[src/rtl/core/pnl_pkg.sv]
package pnl_pkg;

	localparam int MAX_NEIGHBORS = 1024;
	localparam int SLOT_W        = $clog2(MAX_NEIGHBORS);
	localparam int CNT_W         = $clog2(MAX_NEIGHBORS + 1);

	localparam int POS_W    = 32;
	localparam int BOX_W    = 31;
	localparam int CUT_W    = 63;
	localparam int WORD_W   = 32;
	localparam int CFG_DW   = 63;
	localparam int CFG_AW   = 2;
	localparam int IMG_W    = POS_W + 2;
	localparam int DL_W     = IMG_W + 1;
	localparam int SQ_W     = 2 * POS_W;
	localparam int SUM_W    = SQ_W + 2;
	localparam int NAXES    = 3;

	localparam int WRAP_STEPS = POS_W;
	localparam int STEP_W     = $clog2(WRAP_STEPS);

	typedef enum logic [CFG_AW-1:0] {
		CFG_BOX_X  = 2'd0,
		CFG_BOX_Y  = 2'd1,
		CFG_BOX_Z  = 2'd2,
		CFG_CUTOFF = 2'd3
	} cfg_addr_t;

	typedef enum logic [1:0] {
		RK_CENTER   = 2'd0,
		RK_NEIGHBOR = 2'd1,
		RK_DROPPED  = 2'd2
	} rkind_t;

	typedef enum logic [1:0] {
		SH_NEG  = 2'd0,
		SH_ZERO = 2'd1,
		SH_POS  = 2'd2
	} shift_t;

	typedef enum logic {
		KIND_CENTER = 1'b0,
		KIND_ATOM   = 1'b1
	} in_kind_t;

	// controller -> datapath
	typedef struct packed {
		logic   capture;
		logic   wrap_step;
		logic   emit_center;
		logic   issue;
		shift_t sx;
		shift_t sy;
		shift_t sz;
		logic   final_img;
	} pnl_cmd_t;

	// datapath -> controller
	typedef struct packed {
		logic en;
		logic busy;
	} pnl_stat_t;

endpackage

[src/rtl/core/pnl_ctrl.sv]
module pnl_ctrl (
	input  logic               clk,
	input  logic               arst_n,
	input  logic               in_valid,
	input  logic               in_kind,
	output logic               in_ready,
	output pnl_pkg::pnl_cmd_t  cmd,
	input  pnl_pkg::pnl_stat_t stat
);
	import pnl_pkg::*;

	typedef enum logic [2:0] {
		S_IDLE,
		S_WRAP,
		S_EMIT,
		S_SCAN,
		S_DRAIN
	} state_t;

	state_t            state_q;
	logic [STEP_W-1:0] step_q;
	shift_t            sx_q, sy_q, sz_q;
	logic              last_img;

	function automatic shift_t sh_next(input shift_t s);
		case (s)
			SH_NEG:  sh_next = SH_ZERO;
			SH_ZERO: sh_next = SH_POS;
			default: sh_next = SH_NEG;
		endcase
	endfunction

	assign last_img = (sx_q == SH_POS) && (sy_q == SH_POS) && (sz_q == SH_POS);
	assign in_ready = (state_q == S_IDLE);

	always_comb begin
		cmd             = '0;
		cmd.capture     = (state_q == S_IDLE) && in_valid;
		cmd.wrap_step   = (state_q == S_WRAP);
		cmd.emit_center = (state_q == S_EMIT);
		cmd.issue       = (state_q == S_SCAN);
		cmd.sx          = sx_q;
		cmd.sy          = sy_q;
		cmd.sz          = sz_q;
		cmd.final_img   = last_img;
	end

	always_ff @(posedge clk or negedge arst_n) begin
		if (!arst_n) begin
			state_q <= S_IDLE;
			step_q  <= '0;
			sx_q    <= SH_NEG;
			sy_q    <= SH_NEG;
			sz_q    <= SH_NEG;
		end else begin
			case (state_q)
				S_IDLE: begin
					step_q <= '0;
					sx_q   <= SH_NEG;
					sy_q   <= SH_NEG;
					sz_q   <= SH_NEG;
					if (in_valid) begin
						state_q <= (in_kind == KIND_CENTER) ? S_WRAP : S_SCAN;
					end
				end
				S_WRAP: begin
					step_q <= step_q + 1'b1;
					if (step_q == STEP_W'(WRAP_STEPS - 1)) begin
						state_q <= S_EMIT;
					end
				end
				S_EMIT: begin
					if (stat.en) begin
						state_q <= S_IDLE;
					end
				end
				S_SCAN: begin
					if (stat.en) begin
						sz_q <= sh_next(sz_q);
						if (sz_q == SH_POS) begin
							sy_q <= sh_next(sy_q);
							if (sy_q == SH_POS) begin
								sx_q <= sh_next(sx_q);
							end
						end
						if (last_img) begin
							state_q <= S_DRAIN;
						end
					end
				end
				S_DRAIN: begin
					if (!stat.busy) begin
						state_q <= S_IDLE;
					end
				end
				default: state_q <= S_IDLE;
			endcase
		end
	end

endmodule

[config.mk]
export PLATFORM = sky130hd
export DESIGN_NAME = pnl_ctrl
export DESIGN_NICKNAME = d
export VERILOG_FILES = /design/src/rtl/core/pnl_pkg.sv /design/src/rtl/core/pnl_ctrl.sv
export SDC_FILE = /design/constraint.sdc
export NUM_CORES = 1
export LEC_CHECK = 0
export ABC_AREA = 1
export ABC_CLOCK_PERIOD_IN_PS = 1870
export BUFFER_PORTS_ARGS = -buffer_cell sky130_fd_sc_hd__buf_4
export CORE_UTILIZATION = 50
export CTS_CLUSTER_DIAMETER = 40
export DETAILED_ROUTE_END_ITERATION = 12
export GPL_TIMING_DRIVEN = 1
export PLACE_DENSITY_LB_ADDON = 0.3
export SYNTH_ARGS = -nofsm -noshare
export SYNTH_HDL_FRONTEND = slang
export SYNTH_SLANG_ARGS = --single-unit
[constraint.sdc]
create_clock -name clk -period 1.87 [get_ports clk]
set_input_delay 0.374 -clock clk [delete_from_list [all_inputs] [get_ports clk]]
set_output_delay 0.374 -clock clk [all_outputs]
set_load 0.01 [all_outputs]
==> impl_metrics.tcl, run 1 <==
set metrics [dict create \
    avgViaCountPerCell 5.21 \
    final_common_cell "nand2_1" \
    ir_drop_v 0.000750 \
    synth-seq-cells 14 \
    ff_latch_area_um2 350 \
    p_leak_nw 0.529 \
    min_path_type "input port to flop" \
    setup_ws_ns 0.103 \
    cts_tree "built" \
    netlist_area_um2 776 \
    wl_per_cell_um 11.1 \
    critPathMaxFanout 6 \
    path_clk_slew_ns 0.08 \
    hold-worst-slack_ns 0.431 \
    cp_data_required_time_ns 1.50 \
    dp_slack_ns 0.418 \
    firstDrtPassIters 4 \
    dpl.hpwl_um 1190 \
    yosys.area.top_type "dfrtp_1" \
    critPathCaptureType "output pin" \
    dieWidth_um 41.4 \
    grt.total_usage_pct 22.4 \
    tightest_slew_ns 0.213 \
    hold_path_end "state_q[0]$_DFFE_PN0P_" \
    cts_sinks 14 \
    cts_root_buf "clkbuf_4" \
    numPlacedInstances 136 \
    grt_max_degree 15 \
    arrival_ns 1.39 \
    cts_buffers 3 \
    rr_worst_depth 9 \
    antennaDiodeCount 0 \
    reg2reg_slack_ns 0.44 \
    core_area_um2 1370 \
    h-tree-depth 1 \
    final_util_pct 69.3 \
    die_y_um 41.4 \
    fillCellCount 119 \
    initial_core_util_pct 56.8 \
    area_growth_pct 22.1 \
    slowest_delay_ns 0.45 \
    period_needed_ns 1.77 \
    cpMostUsedCell "nor2_1" \
    post-cts-setup-buffers 0 \
    setup-tns-final_ns 0 \
    post_cts_resized 0 \
    critPathSlowestCell "dfrtp_1" \
    clk_latency_ns 0.28 \
    grt_pass1_vias 620 \
    period_share_pct 94.5 \
    gp_congestion 0.738 \
    antenna_found_initial 0 \
    hp-start "in_valid" \
    final_cell_mix "nand2_1 (24), nor2_1 (18), buf_4 (17)" \
    drive_above_1_share_pct 20.0 \
    io_buffer_count 17 \
    layout.nets 135 \
    fin_skew_ns 0.00146 \
    cp_top_family "simple AND/OR/NAND/NOR gates" \
    die_area_um2 1710 \
    avgSynthCellArea_um2 7.39 \
    clockBufferDepth 2 \
    worstSetupStartpointType "flop" \
    initialDrtViolationCount 12 \
    final_cells 140 \
    gr-total-overflow 0 \
    cp_num_buf_inv 1 \
    vias 729 \
    ios 18 \
    slew_violations 0 \
    clock.fmax_mhz 566 \
    synth.area.top_cells "dfrtp_1 (45%), nand2_1 (12%), nor2_1 (8.7%), nand3_1 (7.7%), inv_1 (7.7%)" \
    reg2reg_from "step_q[0]$_DFFE_PN0P_" \
    r2r_end "state_q[1]$_DFFE_PN0P_" \
    num_rows 13 \
    yosysSeqAreaShare_pct 45.2 \
    max_cap_viol_count 0 \
    final_cell_area_um2 947 \
    min_path_cells 5 \
    grt_setup_unrepaired "false" \
    slew-limit-headroom_pct 85.7 \
    grt_pass1_wl_um 2450 \
    p_per_area_nw_per_um2 1390 \
    yosysUniqueCellTypes 15 \
    wl_um 1560 \
    hold_viol_final 0 \
    ys_warn_count 0 \
    netlist.area_leader.share_pct 45.2 \
    p_total_mw 1.32 \
    ant_nets 0 \
    hold_buffers 1 \
    setup_viol 0 \
    syn-num-nets 113 \
    run_status "complete, no violations" \
    worstSetupPathType "flop to output pin" \
    multi_input_area_um2 354 \
    path_cells "nor2_1 > nand2_2 > nor2_1 > buf_4" \
    dpl_cell_area_um2 915 \
    synth_cells 105 \
    drc 0 \
]
tightest hold or removal path, stage by stage:
cell	delay [ns]
buf_4	0.11
inv_1	0.06
nor2_1	0.06
inv_1	0.04
nand2_1	0.04
report_power, final:
part           internal (mW)  switching [mW]  leakage [nW]
clock                 0.0747          0.0977        0.0138
combinational          0.258           0.423         0.325
sequential             0.376          0.0854         0.190
total                  0.709           0.607         0.529
area by class of cell:
cell class | count | area share [%]
multi-input combinational | 73 | 37.4
sequential | 14 | 37.0
timing repair buffer | 18 | 14.5
inverter | 17 | 6.74
clock buffer | 3 | 2.38
tap | 15 | 1.98
worst max-delay path by stage:
| stage | slack [ns] | to | cells after the start | from |
|---|---|---|---|---|
| CTS | 0.10 | cmd[10] | 4 | state_q[1]$_DFFE_PN0P_ |
| finish | 0.10 | cmd[10] | 4 | state_q[1]$_DFFE_PN0P_ |
| global placement | 0.46 | cmd[10] | 4 | state_q[1]$_DFFE_PN0P_ |
| global route | 0.007 | cmd[10] | 4 | state_q[1]$_DFFE_PN0P_ |
| floorplan | 0.56 | cmd[10] | 3 | state_q[1]$_DFFE_PN0P_ |
| detailed placement | 0.42 | cmd[10] | 4 | state_q[1]$_DFFE_PN0P_ |
cell usage after synthesis (all sizes together):
cell   number
a22o        2
nand2      26
buf         1
nor2       18
inv        17
a21oi       2
nand3      13
dfrtp      14
o21ai      10
ha          2
flip-flops by register name, indices dropped and copies added (netlist names):
name / count
step_q: 5
state_q: 3
sx_q: 2
sy_q: 2
sz_q: 2
logic make-up after synthesis:
kind of cell,synth area share [%]
flops,45.2
simple gates,31.0
compound gates,11.5
fa+ha+maj,3.23
buf+inv,9.19
layer usage:
layer | up-vias | global-route usage (%) | wire length, µm
met2 | 32 | 37.5 | 703
li1 | 374 | - | -
met1 | 320 | 28.6 | 738
met4 | 0 | 9.68 | 24
met3 | 3 | 3.19 | 92
met5 | - | 0 | 0
No activity file was read; power rests on OpenSTA's default activity.
==> inputs of run 2 (changes only) <==
- BUFFER_PORTS_ARGS: -buffer_cell sky130_fd_sc_hd__buf_4 -> -buffer_cell sky130_fd_sc_hd__buf_2
==> impl_metrics.tcl, run 2 (synthesis results as in run 1) <==
set metrics [dict create \
    run_status "complete, no violations" \
    critPathCaptureType "output pin" \
    slew_violations 0 \
    slew-limit-headroom_pct 78.6 \
    initialDrtViolationCount 22 \
    final_cells 141 \
    wl_per_cell_um 11.5 \
    path_clk_slew_ns 0.08 \
    cts_buffers 3 \
    ir_drop_v 0.000768 \
    wl_um 1620 \
    grt_max_degree 15 \
    largest_register_ffs 5 \
    area_growth_pct 18.4 \
    dieWidth_um 41.4 \
    worstSetupPathType "flop to output pin" \
    p_sw_share_pct 45.8 \
    gr-total-overflow 0 \
    switchingPower_mw 0.602 \
    antennaDiodeCount 0 \
    p_seq_share_pct 34.7 \
    multi_input_area_um2 354 \
    critPathSlowestCell "dfrtp_1" \
    drive_above_1_share_pct 20.6 \
    initial_core_util_pct 56.8 \
    cts_root_buf "clkbuf_4" \
    cp_top_family "simple AND/OR/NAND/NOR gates" \
    clock.fmax_mhz 570 \
    path_cells "nor2_1 > nand2_2 > nor2_1 > buf_2" \
    internal-power_mw 0.712 \
    dpl.hpwl_um 1260 \
    regMostFlops "step_q" \
    min_path_type "input port to flop" \
    cp_num_buf_inv 1 \
    worstSetupStartpointType "flop" \
    setup_ws_ns 0.114 \
    ff_latch_area_um2 350 \
    p_leak_nw 0.530 \
    num_rows 13 \
    die_y_um 41.4 \
    pwr-share-comb_pct 48.8 \
    fillCellCount 132 \
    numPlacedInstances 136 \
    grt_setup_unrepaired "false" \
    grt.total_usage_pct 24.0 \
    final_common_cell "nand2_1" \
    critPathMaxFanout 6 \
    slowest_delay_ns 0.44 \
    core_area_um2 1370 \
    ant_nets 0 \
    hold_viol_final 0 \
    max_cap_viol_count 0 \
    hold-worst-slack_ns 0.420 \
    period_share_pct 93.9 \
    gp_congestion 0.770 \
    reg_top3 "step_q: 5 flops, state_q: 3 flops" \
    ios 18 \
    final_cell_mix "nand2_1 (24), nor2_1 (18), buf_2 (17)" \
    firstDrtPassIters 4 \
    vias 734 \
    setup_viol 0 \
    drc 0 \
    post_cts_resized 0 \
    cts_tree "built" \
    io_buffer_count 17 \
    clockBufferDepth 2 \
    h-tree-depth 1 \
    clk_latency_ns 0.28 \
    tightest_slew_ns 0.321 \
    die_area_um2 1710 \
    grt_pass1_vias 599 \
    p_per_area_nw_per_um2 1430 \
    setup-tns-final_ns 0 \
    arrival_ns 1.38 \
    fin_skew_ns 0.000640 \
    cp_data_required_time_ns 1.50 \
    dp_slack_ns 0.427 \
    cpMostUsedCell "nor2_1" \
    cts_sinks 14 \
    avgViaCountPerCell 5.21 \
    grt_pass1_wl_um 2520 \
    antenna_found_initial 0 \
    period_needed_ns 1.76 \
    power_frac_clock_pct 16.5 \
    layout.nets 135 \
]
-- run 2: cell count changes in the layout (fill, tap and decap cells not counted), sizes merged --
| cell | delta |
|---|---|
| clkbuf | +1 |
-- run 2: timing repair --
action,in CTS,in global routing
endpoints found under the hold margin,14,0
buffers inserted,0,0
hold buffers,1,0
-- run 2: layout make-up --
type                       count  share of cell area, %
clock buffer                   4                   3.95
inverter                      17                   6.95
multi-input combinational     73                   38.6
sequential                    14                   38.1
tap                           15                   2.04
timing repair buffer          18                   10.4
-- run 2: power by group through the flow --
stage	Sequential, mW	Clock (mW)	Combinational [mW]
6_report	0.456	0.217	0.641
5_1_grt	0.467	0.237	0.730
3_3_place_gp	0.454	0	0.616
4_1_cts	0.454	0.224	0.644
2_1_floorplan	0.456	0	0.453
3_5_place_dp	0.460	0	0.640
-- run 2: worst paths after layout --
check / to / slack [ns] / startpoint / depth (start not counted)
worst max-delay path: cmd[10] / 0.11 / state_q[1]$_DFFE_PN0P_ / 4
max in group asynchronous: sz_q[1]$_DFFE_PN0P_ / 1.12 / arst_n / 2
worst min-delay path: state_q[0]$_DFFE_PN0P_ / 0.42 / in_valid / 5
worst max register to register: state_q[1]$_DFFE_PN0P_ / 0.42 / step_q[0]$_DFFE_PN0P_ / 9
min in group asynchronous: state_q[0]$_DFFE_PN0P_ / 0.51 / arst_n / 2
worst min register to register: step_q[3]$_DFFE_PN0P_ / 0.48 / step_q[3]$_DFFE_PN0P_ / 1
-- run 2: metrics by stage --
step,cell area (µm²),utilization (%),power [mW]
after floorplan,776,-,0.909
after global placement,872,63.8,1.07
after detailed placement,872,63.8,1.10
after CTS,918,67.2,1.32
after global routing,918,67.2,1.43
final,918,67.2,1.31
-- run 2: worst register-to-register path, delay by kind of cell, from the launching register on --
kind	cells	cell delay [ns]
adder cells (fa/ha/maj)	2	0.40
buffers and inverters	1	0.06
flip-flops	1	0.41
AND/OR/NAND/NOR	6	0.53
-- run 2: routing by layer --
layer  GRT usage (%)  share of wire (%)
met1            28.6                 45
met2            39.5                 48
met3            4.79                4.9
met4            14.5                2.2
met5               0                  0
